## src/hw/rtl/ipcfs_pkg.sv

```systemverilog
// package for the two-core mailbox: operation codes, state types, queue sizing
// used by interprocessor_fifo_and_sync_top; depends on nothing
`timescale 1ns / 1ps

package ipcfs_pkg;

	localparam int QUEUE_DEPTH = 16;
	localparam int PTR_W       = $clog2(QUEUE_DEPTH);
	localparam int CNT_W       = $clog2(QUEUE_DEPTH + 1);

	typedef enum logic [2:0] {
		OP_CTRL_RD  = 3'd0,
		OP_CTRL_WR  = 3'd1,
		OP_SEND     = 3'd2,
		OP_RECV     = 3'd3,
		OP_IRQ_UPD  = 3'd4,
		OP_SYNC_RD  = 3'd5,
		OP_SYNC_WR  = 3'd6
	} op_t;

	typedef struct packed {
		logic enable;
		logic error;
		logic recv_irq;
		logic send_irq;
	} ctrl_t;

	typedef struct packed {
		logic       enable;
		logic [3:0] out_bits;
	} sync_t;

	typedef struct packed {
		logic recv_cond;
		logic send_cond;
	} prev_t;

	// control register bit positions
	localparam int CT_SEND_EMPTY = 0;
	localparam int CT_SEND_FULL  = 1;
	localparam int CT_SEND_IRQ   = 2;
	localparam int CT_CLEAR      = 3;
	localparam int CT_RECV_EMPTY = 8;
	localparam int CT_RECV_FULL  = 9;
	localparam int CT_RECV_IRQ   = 10;
	localparam int CT_ERROR      = 14;
	localparam int CT_ENABLE     = 15;

	// sync register bit positions
	localparam int SY_IN_LO  = 0;
	localparam int SY_OUT_LO = 8;
	localparam int SY_REQ    = 13;
	localparam int SY_ENABLE = 14;

endpackage

```

## src/hw/rtl/interprocessor_fifo_and_sync_top.sv

```systemverilog
// two-core mailbox: two word queues, control and sync registers, irq pulses
// depends on ipcfs_pkg
`timescale 1ns / 1ps

// Usage
// Slave channel: one register access per beat. s_tdata carries the write word,
// s_tuser carries op, core and byte_sel. Master channel: one result per beat,
// m_tdata carries the read word, m_tuser the interrupt target and raise flags.
// Every access gives exactly one result beat, in order.
// An accepted beat passes through the input register, then the result register,
// to the master side. Throughput: one beat per cycle while the receiver does
// not stall, set by the single read-modify-write of the queue and register
// state that sits between the input register and the result register.
// Reset (arst_n low) empties both queues, clears control, sync and irq edge
// state and drops both valid flags; queue words are not cleared, since a word
// is only read after it has been written.
// When the receiver stalls, the result register holds and the input register
// fills; s_tready then falls until the result is taken.
module interprocessor_fifo_and_sync_top (
	input  logic        clk,
	input  logic        arst_n,
	input  logic        s_tvalid,
	output logic        s_tready,
	input  logic [31:0] s_tdata,  // write_data
	input  logic [4:0]  s_tuser,  // op[2:0], core[3], byte_sel[4]
	output logic        m_tvalid,
	input  logic        m_tready,
	output logic [31:0] m_tdata,  // read_data
	output logic [3:0]  m_tuser   // irq_core, raise_send_empty, raise_recv_not_empty, raise_sync
);
	import ipcfs_pkg::*;

	// input stage
	logic        valid_s1;
	op_t         op_s1;
	logic        core_s1;
	logic [31:0] wdata_s1;
	logic        bsel_s1;

	// result stage
	logic        valid_s2;
	logic [31:0] rdata_s2;
	logic        icore_s2;
	logic        r_send_s2;
	logic        r_recv_s2;
	logic        r_sync_s2;

	// state
	logic [31:0]      ring_q [2][QUEUE_DEPTH];
	logic [PTR_W-1:0] head_q [2];
	logic [CNT_W-1:0] cnt_q  [2];
	ctrl_t            ctrl_q [2];
	prev_t            prev_q [2];
	sync_t            sync_q [2];

	logic [PTR_W-1:0] head_nxt [2];
	logic [CNT_W-1:0] cnt_nxt  [2];
	ctrl_t            ctrl_nxt [2];
	prev_t            prev_nxt [2];
	sync_t            sync_nxt [2];

	logic             advance;
	logic             rq;
	logic [15:0]      ctrl_val;
	logic [15:0]      sync_val;
	logic [PTR_W:0]   tail_sum;
	logic [PTR_W-1:0] tail;
	logic [PTR_W-1:0] rhead;
	logic             ring_we;
	logic             send_full;
	logic             recv_empty;
	logic             se_cond;
	logic             rn_cond;
	logic [31:0]      rdata_c;
	logic             icore_c;
	logic             r_send_c;
	logic             r_recv_c;
	logic             r_sync_c;

	assign advance  = valid_s1 && (!valid_s2 || m_tready);
	assign s_tready = !valid_s1 || advance;

	assign m_tvalid = valid_s2;
	assign m_tdata  = rdata_s2;
	assign m_tuser  = {r_sync_s2, r_recv_s2, r_send_s2, icore_s2};

	always_ff @(posedge clk or negedge arst_n) begin
		if (!arst_n) begin
			valid_s1 <= 1'b0;
			valid_s2 <= 1'b0;
		end else begin
			if (s_tready)
				valid_s1 <= s_tvalid;
			if (!valid_s2 || m_tready)
				valid_s2 <= valid_s1;
		end
	end

	always_ff @(posedge clk) begin
		if (s_tvalid && s_tready) begin
			op_s1    <= op_t'(s_tuser[2:0]);
			core_s1  <= s_tuser[3];
			bsel_s1  <= s_tuser[4];
			wdata_s1 <= s_tdata;
		end
		if (advance) begin
			rdata_s2  <= rdata_c;
			icore_s2  <= icore_c;
			r_send_s2 <= r_send_c;
			r_recv_s2 <= r_recv_c;
			r_sync_s2 <= r_sync_c;
		end
		if (advance && ring_we)
			ring_q[core_s1][tail] <= wdata_s1;
	end

	// live views of the accessing core's registers
	assign rq        = ~core_s1;
	assign send_full = (cnt_q[core_s1] == CNT_W'(QUEUE_DEPTH));
	assign recv_empty = (cnt_q[rq] == '0);
	assign rhead     = head_q[rq];

	always_comb begin
		ctrl_val                = '0;
		ctrl_val[CT_SEND_EMPTY] = (cnt_q[core_s1] == '0);
		ctrl_val[CT_SEND_FULL]  = send_full;
		ctrl_val[CT_SEND_IRQ]   = ctrl_q[core_s1].send_irq;
		ctrl_val[CT_RECV_EMPTY] = recv_empty;
		ctrl_val[CT_RECV_FULL]  = (cnt_q[rq] == CNT_W'(QUEUE_DEPTH));
		ctrl_val[CT_RECV_IRQ]   = ctrl_q[core_s1].recv_irq;
		ctrl_val[CT_ERROR]      = ctrl_q[core_s1].error;
		ctrl_val[CT_ENABLE]     = ctrl_q[core_s1].enable;
	end

	always_comb begin
		sync_val                        = '0;
		sync_val[SY_IN_LO +: 4]         = sync_q[rq].out_bits;
		sync_val[SY_OUT_LO +: 4]        = sync_q[core_s1].out_bits;
		sync_val[SY_ENABLE]             = sync_q[core_s1].enable;
	end

	// write slot: head plus count, wrapped once
	always_comb begin
		tail_sum = (PTR_W+1)'(head_q[core_s1]) + (PTR_W+1)'(cnt_q[core_s1]);
		if (tail_sum >= (PTR_W+1)'(QUEUE_DEPTH))
			tail_sum = tail_sum - (PTR_W+1)'(QUEUE_DEPTH);
		tail = tail_sum[PTR_W-1:0];
	end

	assign se_cond = ctrl_val[CT_SEND_IRQ] && ctrl_val[CT_SEND_EMPTY];
	assign rn_cond = ctrl_val[CT_RECV_IRQ] && !ctrl_val[CT_RECV_EMPTY];

	always_comb begin
		head_nxt = head_q;
		cnt_nxt  = cnt_q;
		ctrl_nxt = ctrl_q;
		prev_nxt = prev_q;
		sync_nxt = sync_q;
		ring_we  = 1'b0;
		rdata_c  = '0;
		icore_c  = core_s1;
		r_send_c = 1'b0;
		r_recv_c = 1'b0;
		r_sync_c = 1'b0;
		case (op_s1)
			OP_CTRL_RD: begin
				rdata_c = 32'(ctrl_val);
			end
			OP_CTRL_WR: begin
				if (wdata_s1[CT_CLEAR]) begin
					head_nxt[core_s1] = '0;
					cnt_nxt[core_s1]  = '0;
				end
				if (wdata_s1[CT_ERROR]) begin
					ctrl_nxt[core_s1].error = 1'b0;
				end else begin
					ctrl_nxt[core_s1].send_irq = wdata_s1[CT_SEND_IRQ];
					ctrl_nxt[core_s1].recv_irq = wdata_s1[CT_RECV_IRQ];
					ctrl_nxt[core_s1].enable   = wdata_s1[CT_ENABLE];
				end
			end
			OP_SEND: begin
				if (ctrl_q[core_s1].enable) begin
					if (send_full) begin
						ctrl_nxt[core_s1].error = 1'b1;
					end else begin
						ring_we          = 1'b1;
						cnt_nxt[core_s1] = cnt_q[core_s1] + 1'b1;
					end
				end
			end
			OP_RECV: begin
				if (recv_empty) begin
					ctrl_nxt[core_s1].error = 1'b1;
				end else begin
					rdata_c      = ring_q[rq][rhead];
					head_nxt[rq] = (rhead == PTR_W'(QUEUE_DEPTH - 1)) ? '0 : rhead + 1'b1;
					cnt_nxt[rq]  = cnt_q[rq] - 1'b1;
				end
			end
			OP_IRQ_UPD: begin
				r_send_c                   = se_cond && !prev_q[core_s1].send_cond;
				r_recv_c                   = rn_cond && !prev_q[core_s1].recv_cond;
				prev_nxt[core_s1].send_cond = se_cond;
				prev_nxt[core_s1].recv_cond = rn_cond;
			end
			OP_SYNC_RD: begin
				rdata_c = bsel_s1 ? 32'(sync_val[15:8]) : 32'(sync_val[7:0]);
			end
			OP_SYNC_WR: begin
				icore_c = rq;
				// only the high byte holds stored bits
				if (bsel_s1) begin
					sync_nxt[core_s1].out_bits = wdata_s1[SY_OUT_LO-8 +: 4];
					sync_nxt[core_s1].enable   = wdata_s1[SY_ENABLE-8];
					r_sync_c = wdata_s1[SY_REQ-8] && sync_q[rq].enable;
				end
			end
			default: begin
			end
		endcase
	end

	always_ff @(posedge clk or negedge arst_n) begin
		if (!arst_n) begin
			for (int i = 0; i < 2; i++) begin
				head_q[i] <= '0;
				cnt_q[i]  <= '0;
				ctrl_q[i] <= '0;
				prev_q[i] <= '0;
				sync_q[i] <= '0;
			end
		end else if (advance) begin
			head_q <= head_nxt;
			cnt_q  <= cnt_nxt;
			ctrl_q <= ctrl_nxt;
			prev_q <= prev_nxt;
			sync_q <= sync_nxt;
		end
	end

endmodule

```

## config.mk

```make
export PLATFORM = sky130hd
export DESIGN_NAME = interprocessor_fifo_and_sync_top
export DESIGN_NICKNAME = d
export VERILOG_FILES = /design/src/hw/rtl/ipcfs_pkg.sv /design/src/hw/rtl/interprocessor_fifo_and_sync_top.sv
export SDC_FILE = /design/constraint.sdc
export NUM_CORES = 1
export LEC_CHECK = 0
export BUFFER_PORTS_ARGS = -buffer_cell sky130_fd_sc_hd__buf_4
export CAP_MARGIN = 25
export CORE_MARGIN = 2
export CORE_UTILIZATION = 40
export DETAILED_ROUTE_END_ITERATION = 8
export GPL_TIMING_DRIVEN = 0
export PLACE_DENSITY = 0.67
export SETUP_SLACK_MARGIN = 0.05
export SLEW_MARGIN = 5
export SYNTH_ARGS = -nofsm -noshare
export SYNTH_HDL_FRONTEND = slang
export SYNTH_SLANG_ARGS = --single-unit
export TNS_END_PERCENT = 10
```

## constraint.sdc

```tcl
create_clock -name clk -period 6.6 [get_ports clk]
set_input_delay 1.32 -clock clk [delete_from_list [all_inputs] [get_ports clk]]
set_output_delay 1.32 -clock clk [all_outputs]
set_load 0.02 [all_outputs]
```

Word-level counts from Yosys, hierarchy flattened
Memories as Yosys holds them, arrays and structs flattened.
Cells that the tools add are included.
{ "op_classes": {"add_sub_neg": 5, "mul": 0, "n_div": 0, "order_cmp": 8, "n_eq_ne": 15, "shift": 0, "mux": 89, "n_bitwise": 9, "reduce_logical": 29} }
{ "op_table": {"columns": ["operator", "n"], "rows": [
  ["2-to-1 mux 512 bit", 1],
  ["binary-select mux 32 bit (select 4 bit)", 1],
  ["demux 32 bit (select 4 bit)", 1],
  ["2-to-1 mux 32 bit", 4],
  ["one-hot mux 32 bit (3 select lines)", 1],
  ["2-to-1 mux 5 bit", 15],
  ["2-to-1 mux 4 bit", 15],
  ["bitwise mux 8 bit", 6],
  ["2-to-1 mux 8 bit", 6],
  ["bitwise mux 10 bit", 4],
  ["2-to-1 mux 10 bit", 4],
  ["one-hot mux 10 bit (3 select lines)", 1],
  ["demux 4 bit (select 1 bit)", 6],
  ["one-hot mux 8 bit (3 select lines)", 1],
  ["demux 5 bit (select 1 bit)", 4],
  ["one-hot mux 8 bit (2 select lines)", 1],
  [">= comparator 5 bit, second input constant", 3],
  ["!= test 2 bit, second input constant", 6],
  ["logical AND 1 bit", 11],
  ["bitwise AND 10 bit", 1],
  ["== test 5 bit, second input constant", 2],
  ["logical NOT 5 bit", 2],
  ["2-to-1 mux 2 bit", 5],
  ["NOT 10 bit", 1],
  ["other kinds (32)", 53]
]} }
{ "totals": {"register_bits": 115, "latch_bits": 0, "ram_bits": 1024, "rom_bits": 0, "input_bits": 41, "output_inout_bits": 38, "word_cells": 187, "memories": 1} }
{ "mem_list": {"columns": ["name", "words", "width", "read_ports", "rd_clocked_by_memory_dff", "wr", "line", "source"], "rows": [
  ["ring_q", 2, 512, 1, 0, 1, "interprocessor_fifo_and_sync_top.sv:49", "logic [31:0] ring_q [2][QUEUE_DEPTH];"]
]} }

Longest topological paths before layout
Gate-level depths: netlist of run 1.
{ "depth": {"word_depth": 13, "depth_mapped": 16, "mapped_depth_nobuf": 8} }

Worst setup path before layout of run 1
OpenSTA, ideal clock, no wires.
{ "synth_timing": {"kind": "input -> register", "start": "in m_tready", "end": "mem ring_q[1][352] in the netlist's numbering, enable pin", "setup_ns": 0.421, "t_arrival_ns": 4.694, "required_time_ns": 6.179, "path_slack_ns": 1.485, "cell_stages": 7, "path_buffers": 1, "cell_sequence": "nand2b_1 nand2_1 inv_1 nand4_2 or3_1 clkbuf_1 nor2_1"} }
{ "synth_via": {"elab_chain_len": 5} }
{ "synth_rtl": {"columns": ["item", "line", "source"], "rows": [
  ["start: declaration", "interprocessor_fifo_and_sync_top.sv:27", "input logic m_tready,"],
  ["logical OR 1 bit", "interprocessor_fifo_and_sync_top.sv:80", "assign advance = valid_s1 && (!valid_s2 || m_tready);"],
  ["logical AND 1 bit", "interprocessor_fifo_and_sync_top.sv:80", null],
  ["named net advance", "interprocessor_fifo_and_sync_top.sv:62", "logic advance;"],
  ["logical AND 1 bit", "interprocessor_fifo_and_sync_top.sv:113", "if (advance && ring_we)"],
  ["2-to-1 mux 1 bit", "interprocessor_fifo_and_sync_top.sv:113", null],
  ["2-to-1 mux 512 bit (not written as such)", "interprocessor_fifo_and_sync_top.sv:114", "ring_q[core_s1][tail] <= wdata_s1;"],
  ["end: declaration", "interprocessor_fifo_and_sync_top.sv:49", null]
]} }
The timed path passes the listed nets, and every way through them passes these cells.

Final worst setup path of run 1
{ "layout_timing": {"start": "reg core_s1", "end": "mem ring_q[0][485] in the netlist's numbering, enable pin"} }
{ "layout_via": {"elab_chain_len": 13, "word_cells_on_any_way": 27, "classes_between": "2 x add/sub; 3 x order compare; 1 x eq/ne; 17 x mux; 2 x bitwise; 2 x reduce/logical"} }
{ "layout_rtl": {"columns": ["item", "line", "source"], "rows": [
  ["start: declaration", "interprocessor_fifo_and_sync_top.sv:36", "logic core_s1;"],
  ["start signal: assignment", "interprocessor_fifo_and_sync_top.sv:102", "core_s1 <= s_tuser[3];"],
  ["NOT 1 -> 2 bit (not written as such)", "interprocessor_fifo_and_sync_top.sv:119, interprocessor_fifo_and_sync_top.sv:144, interprocessor_fifo_and_sync_top.sv:183", null],
  ["2-to-1 mux 4 bit (not written as such) / 2-to-1 mux 5 bit (equally long branches) (3 in a row)", "interprocessor_fifo_and_sync_top.sv:144, interprocessor_fifo_and_sync_top.sv:119", null],
  ["adder 4 x 5 -> 5 bit", "interprocessor_fifo_and_sync_top.sv:144", "tail_sum = (PTR_W+1)'(head_q[core_s1]) + (PTR_W+1)'(cnt_q[core_s1]);"],
  ["subtractor 4 x 1 -> 4 bit / >= comparator 5 bit (equally long branches)", "interprocessor_fifo_and_sync_top.sv:146, interprocessor_fifo_and_sync_top.sv:145", null],
  ["2-to-1 mux 4 bit", "interprocessor_fifo_and_sync_top.sv:145", "if (tail_sum >= (PTR_W+1)'(QUEUE_DEPTH))"],
  ["NOT 4 -> 5 bit (not written as such)", "interprocessor_fifo_and_sync_top.sv:114", null],
  [">= comparator 5 bit (not written as such) / < comparator 5 x 1 -> 1 bit (equally long branches)", "interprocessor_fifo_and_sync_top.sv:114", null],
  ["logical AND 1 bit (not written as such)", "interprocessor_fifo_and_sync_top.sv:114", null],
  ["2-to-1 mux 32 bit (not written as such)", "interprocessor_fifo_and_sync_top.sv:114", null],
  ["demux 32 bit (select 4 bit)", "interprocessor_fifo_and_sync_top.sv:114", null],
  ["2-to-1 mux 512 bit (not written as such)", "interprocessor_fifo_and_sync_top.sv:114", null]
]} }
Parallel ways exist; a longest one is shown, timed or not. The select of a mux whose other input is x is not followed.

==> flow_metrics.env, run 1 <==
export IMPL_antenna_found_initial=8
export IMPL_final_cell_mix="edfxtp_1, mux2i_1, nand2_1, clkbuf_16, a21oi_1"
export IMPL_finalCritPeriodShare=0.971
export IMPL_cts_repair_resized=0
export IMPL_critical_path_arrival_ns=6.78
export IMPL_clock_latency_ns=0.71
export IMPL_drt_wl_total_mm=154
export IMPL_cpLargestDelayFamily="buffers and inverters"
export IMPL_synthDistinctLibCells=86
export IMPL_start_util=0.403
export IMPL_cts_hold_buffers=0
export IMPL_cts_max_level=3
export IMPL_finClkSkew_ns=0.0453
export IMPL_final_antenna_net_count=0
export IMPL_post_cts_setup_buffers=0
export IMPL_place_congestion=0.962
export IMPL_setup_viol=0
export IMPL_dp_hpwl_mm=102
export IMPL_slew_violations=0
export IMPL_hold_path_class="register to register"
export IMPL_num_vias=28300
export IMPL_num_rows=123
export IMPL_max_cap_violations=0
export IMPL_dr_pass1_iters=6
export IMPL_worstSetupPathType="register to register"
export IMPL_yosys_warnings=0
export IMPL_dieArea_mm2=0.116
export IMPL_post_route_drc_count=0
export IMPL_period_minus_slack_ns=6.41
export IMPL_grtUsageTotal=0.262
export IMPL_yosys_area_top_type_share=0.727
export IMPL_power_uw=18000
export IMPL_crit_fanout=17
export IMPL_die_x_um=341
export IMPL_slowest_stage="nor2_4"
export IMPL_cts_buffers=115
export IMPL_required_ns=6.97
export IMPL_clkTransAtPathRegs_ns=0.06
export IMPL_async_flop_share=0.0369
export IMPL_yosysTopAreaCell="edfxtp_1"
export IMPL_rsz0062_at_grt="no"
export IMPL_placed_cells=4286
export IMPL_pwr_density_cell_mw_per_mm2=335
export IMPL_coreArea_mm2=0.112
export IMPL_grt_ovfl_total=0
export IMPL_cellLeakagePower_uw=0.0176
export IMPL_portBuffers=78
export IMPL_synth_fp_nets=2693
export IMPL_synthTopCellsByArea="edfxtp_1, mux2i_1, mux4_2"
export IMPL_clk_path_buf_depth=3
export IMPL_nets=2965
export IMPL_ys_flop_type="edfxtp_1"
export IMPL_synth_edf_count=1097
export IMPL_fin_cells=4516
export IMPL_cts_root_buf="clkbuf_16"
export IMPL_outcome="finished clean"
export IMPL_grt_pass1_wl_mm=211
export IMPL_drt_iter0_drc=4796
export IMPL_die_h_um=341
export IMPL_syn_area_per_cell_um2=17.1
export IMPL_grt_max_degree=43
export IMPL_drive_above_1_share=0.209
export IMPL_detail_route_wl_per_cell_um=34.2
export IMPL_syn_cell_area_mm2=0.0453
export IMPL_path_buf_inv=10
export IMPL_hold_viol=0
export IMPL_slew_limit_headroom=0.227
export IMPL_start_kind="register"
export IMPL_netlist_instances=2644
export IMPL_fmax_mhz=156
export IMPL_ios=79
export IMPL_yosysSeqAreaShare=0.750
export IMPL_cts_sinks=1139
export IMPL_worst_ir_drop_vdd_v=0.000219
export IMPL_path_cells="buf_6 -> buf_6 -> buf_6 -> buf_4 -> buf_4 -> buf_2 -> buf_2 -> buf_2 -> nand2_1 -> nand2_1 -> ha_1 -> fa_1 -> or3_1 -> clkbuf_1 -> nor2_4 -> buf_12"
export IMPL_ys_ff_latch=1139
export IMPL_endpoint_kind="register"
export IMPL_first_global_vias=26800
export IMPL_final_common_cell="edfxtp_1"
export IMPL_syn2layout_area_growth_pct=18.5
export IMPL_critPathMaxStageDelay_ns=0.86
export IMPL_worst_pin_slew_ns=1.16
export IMPL_cts_tree="done"
export IMPL_viasPerCell=6.26
[sequential cells by signal, summed over array words and instances, names as in the netlist]
signal and count:
prev_q 4, sync_q 10, ring_q 1024, icore_s2 1
core_s1 1, r_recv_s2 1, bsel_s1 1, cnt_q 10
m_tdata 32, op_s1 3, wdata_s1 32, r_send_s2 1
valid_s1 1, head_q 8, r_sync_s2 1, ctrl_q 8
m_tvalid 1
[metrics by stage]
stage	cell area (µm²)	setup slack (ns)	utilization	TNS [ns]	hold WS [ns]
final	53700	0.190	0.478	0	0.483
after floorplan	45300	1.49	-	0	0.450
after global placement	47800	-2.72	0.425	-2254.39	0.465
after CTS	53400	0.490	0.475	0	0.486
after detailed placement	49500	0.527	0.440	0	0.477
after global routing	53700	0.232	0.478	0	0.504
[path summary, 6_finish.rpt]
path	startpoint	endpoint	slack [ns]	depth (start not counted)
setup / recovery	core_s1	ring_q[0][485]	0.19	16
hold / removal	valid_s1	m_tvalid	0.48	1
setup reg to reg	core_s1	ring_q[0][485]	0.19	16
hold reg to reg	valid_s1	m_tvalid	0.48	1
max in group asynchronous	arst_n	cnt_q[8]	5.55	1
min in group asynchronous	arst_n	ctrl_q[6]	0.62	1
[Yosys cell counts, types with 8 or more instances]
cell type	number
mux2i_1	235
nand3_1	26
o21ai_0	49
dfrtp_1	42
mux4_2	78
nor2b_1	65
a21oi_1	111
a2111oi_0	9
a22oi_1	8
nand2b_1	15
o221ai_1	14
mux2_2	44
o22ai_1	74
buf_2	77
buf_1	14
or3_1	8
nand2_1	195
clkbuf_1	33
buf_6	11
a221oi_1	9
a31oi_1	10
a211oi_1	84
inv_1	12
edfxtp_1	1097
buf_4	30
and3_1	8
nor3_1	25
nor4_1	33
nor2_1	75
[per-layer routing]
layer | wire (µm) | GRT usage
met5 | 34 | 0
met4 | 10100 | 0.148
met3 | 22600 | 0.0849
met2 | 67600 | 0.390
met1 | 54100 | 0.340
[power by group]
group | total (µW) | internal (µW) | switching (µW)
clock | 6770 | 3970 | 2800
combinational | 3010 | 963 | 2050
sequential | 8170 | 8040 | 128
[logic make-up after synthesis]
| logic type | Yosys count | share of synthesized area |
|---|---|---|
| flip-flops | 1139 | 0.750 |
| AND/OR/NAND/NOR | 496 | 0.0537 |
| AO/OA/AOI/OAI | 452 | 0.0672 |
| multiplexers | 361 | 0.103 |
| buffers and inverters | 178 | 0.0212 |
| XOR/XNOR | 10 | 0.00193 |
| adder cells (fa/ha/maj) | 8 | 0.00238 |
[layout make-up]
class	count	area [µm²]
Antenna cell	3	7.51
Multi-Input combinational cell	1327	10600
Clock buffer	138	3070
Inverter	13	48.8
Sequential cell	1139	34000
Clock inverter	76	837
Timing Repair Buffer	155	2330
Tap cell	1500	1880
Buffer	165	912
Fill cell	9305	58700
[worst register-to-register path, delay by kind of cell, from the launching register on]
| kind | cells | cell delay, ns |
|---|---|---|
| fa+ha+maj | 2 | 0.69 |
| buf+inv | 10 | 3.59 |
| flops | 1 | 0.34 |
| simple gates | 4 | 1.44 |
(Power assumes the default switching activity.)
==> run 2, diff against run 1 <==
- BUFFER_PORTS_ARGS: -buffer_cell sky130_fd_sc_hd__buf_4 -> unset
- DONT_BUFFER_PORTS: unset -> 1
- PLACE_DENSITY: 0.67 -> 0.66
- SETUP_SLACK_MARGIN: 0.05 -> unset
==> run 2 against run 1 <==
Core utilization fell by 0.69 points. Clock skew increased by 0.0011 ns. Critical endpoint is now ring_q[0][101]. Total power shrank 2.1%. Critical path depth is 1 lower. First-iteration DRC count rose by 8.5%. Cell area down 1.4%. Clock-buffer cell count decreased by 1. Critical path type unchanged. Maximum frequency rose by 1.6%. Sequential share of layout area up 0.93 points. Sequential cell count stayed put.
==> flow_metrics.env, run 2 (synthesis results as in run 1) <==
export IMPL_fin_area_mm2=0.0529
export IMPL_syn2layout_area_growth_pct=16.8
export IMPL_slew_limit_headroom=0.172
export IMPL_period_minus_slack_ns=6.31
export IMPL_grt_max_degree=43
export IMPL_finalCritPeriodShare=0.956
export IMPL_nets=2888
export IMPL_start_kind="register"
export IMPL_cellLeakagePower_uw=0.0172
export IMPL_setup_viol=0
export IMPL_clkTransAtPathRegs_ns=0.07
export IMPL_slew_violations=0
export IMPL_portBuffers=0
export IMPL_fmax_mhz=159
export IMPL_start_util=0.403
export IMPL_placed_area_mm2=0.0489
export IMPL_path_cells="buf_6 -> buf_6 -> buf_6 -> buf_4 -> buf_2 -> buf_2 -> buf_2 -> nand2b_1 -> nand2_1 -> ha_1 -> fa_1 -> or3_1 -> clkbuf_1 -> nor2_4 -> buf_12"
export IMPL_pwr_density_cell_mw_per_mm2=332
export IMPL_fin_hold_ws_ns=0.296
export IMPL_detail_route_wl_per_cell_um=35.4
export IMPL_cts_repair_resized=0
export IMPL_cts_tree="done"
export IMPL_antenna_found_initial=8
export IMPL_clock_latency_ns=0.72
export IMPL_reg2regPathDepth=15
export IMPL_cts_hold_buffers=0
export IMPL_grt_ovfl_total=0
export IMPL_worstSetupPathType="register to register"
export IMPL_cts_max_level=3
export IMPL_dr_pass1_iters=6
export IMPL_final_common_cell="edfxtp_1"
export IMPL_drt_iter0_drc=5204
export IMPL_cp_depth=15
export IMPL_finClkSkew_ns=0.0464
export IMPL_num_vias=27800
export IMPL_largest_reg_flops=1024
export IMPL_grtUsageTotal=0.266
export IMPL_required_ns=6.99
export IMPL_clk_path_buf_depth=3
export IMPL_cts_buffers=114
export IMPL_final_cell_mix="edfxtp_1, mux2i_1, nand2_1, clkbuf_16, a21oi_1"
export IMPL_die_h_um=341
export IMPL_worst_ir_drop_vdd_v=0.000201
export IMPL_p_sw_uw=5000
export IMPL_path_buf_inv=9
export IMPL_max_cap_violations=0
export IMPL_drt_wl_total_mm=157
export IMPL_post_route_drc_count=0
export IMPL_die_x_um=341
export IMPL_dieArea_mm2=0.116
export IMPL_top_register="ring_q"
export IMPL_fillers=9393
export IMPL_critPathMaxStageDelay_ns=0.90
export IMPL_critical_path_arrival_ns=6.70
export IMPL_fin_util=0.471
export IMPL_dp_hpwl_mm=103
export IMPL_num_rows=123
export IMPL_outcome="finished clean"
export IMPL_viasPerCell=6.25
export IMPL_worst_pin_slew_ns=1.24
export IMPL_first_global_vias=26200
export IMPL_rsz0062_at_grt="no"
export IMPL_switching_share=0.285
export IMPL_coreArea_mm2=0.112
export IMPL_crit_fanout=18
export IMPL_power_frac_seq=0.466
export IMPL_hold_viol=0
export IMPL_cpLargestDelayFamily="buffers and inverters"
export IMPL_slowest_stage="nor2_4"
export IMPL_p_comb_frac=0.167
export IMPL_drive_above_1_share=0.185
export IMPL_place_congestion=0.934
export IMPL_final_antenna_net_count=0
export IMPL_cts_root_buf="clkbuf_16"
export IMPL_intPower_uw=12600
export IMPL_pwr_share_clk=0.367
export IMPL_ios=79
export IMPL_endpoint_kind="register"
export IMPL_grt_pass1_wl_mm=213
export IMPL_cts_sinks=1139
export IMPL_hold_path_class="primary input to asynchronous set/reset pin"
export IMPL_post_cts_setup_buffers=0
==> run 2: cell count changes in the layout (fill, tap and decap cells not counted), sizes merged <==
cell,previous run,this run
buf,287,211
bufinv,17,10
clkbuf,171,170
clkinv,47,60
clkinvlp,6,2
diode,3,1
==> run 2: worst register-to-register path, cell delays in order, from the launching register on <==
cell	delay (ns)
edfxtp_1	0.34
buf_6	0.18
buf_6	0.25
buf_6	0.30
buf_4	0.34
buf_2	0.40
buf_2	0.50
buf_2	0.63
nand2b_1	0.22
nand2_1	0.08
ha_1	0.20
fa_1	0.51
or3_1	0.40
clkbuf_1	0.43
nor2_4	0.90
buf_12	0.32
==> run 2: layout make-up <==
type	instances	area (µm²)	area share
Antenna cell	1	2.50	0.0000473
Buffer	165	913	0.0173
Clock buffer	137	2980	0.0564
Clock inverter	78	673	0.0127
Inverter	13	48.8	0.000923
Multi-Input combinational cell	1327	10600	0.200
Sequential cell	1139	34000	0.643
Tap cell	1500	1880	0.0355
Timing Repair Buffer	79	1810	0.0343
==> run 2: per-layer routing <==
layer	wire [µm]	global-route usage
met5	27	0
met4	9810	0.145
met3	22400	0.0804
met2	69200	0.398
met1	56000	0.349
==> run 2: power by group through the flow <==
stage | Clock [µW] | Sequential, µW | Combinational [µW]
final | 6440 | 8190 | 2940
after global routing | 6750 | 8200 | 2980
after CTS | 6460 | 8210 | 2790
after detailed placement | 0 | 8360 | 2770
after global placement | 0 | 8380 | 2640
after floorplan | 0 | 8310 | 1590
==> run 2: worst paths after layout <==
check,startpoint,to,slack (ns)
worst max-delay path,core_s1,ring_q[0][101],0.29
worst max register to register,core_s1,ring_q[0][101],0.29
worst min-delay path,arst_n,sync_q[1],0.30
worst min register to register,valid_s1,m_tvalid,0.49
max in group asynchronous,arst_n,head_q[1],6.18
min in group clk,valid_s1,m_tvalid,0.49
==> run 2: per-stage QoR <==
stage | instances | TNS (ns) | worst slack [ns] | power [µW]
detailed placement | 4211 | 0 | 0.557 | 11100
floorplan | 2644 | 0 | 1.49 | 9890
global route | 4439 | 0 | 0.401 | 17900
CTS | 4426 | 0 | 0.545 | 17500
global placement | 4144 | -2247.00 | -2.70 | 11000
finish | 4439 | 0 | 0.293 | 17600
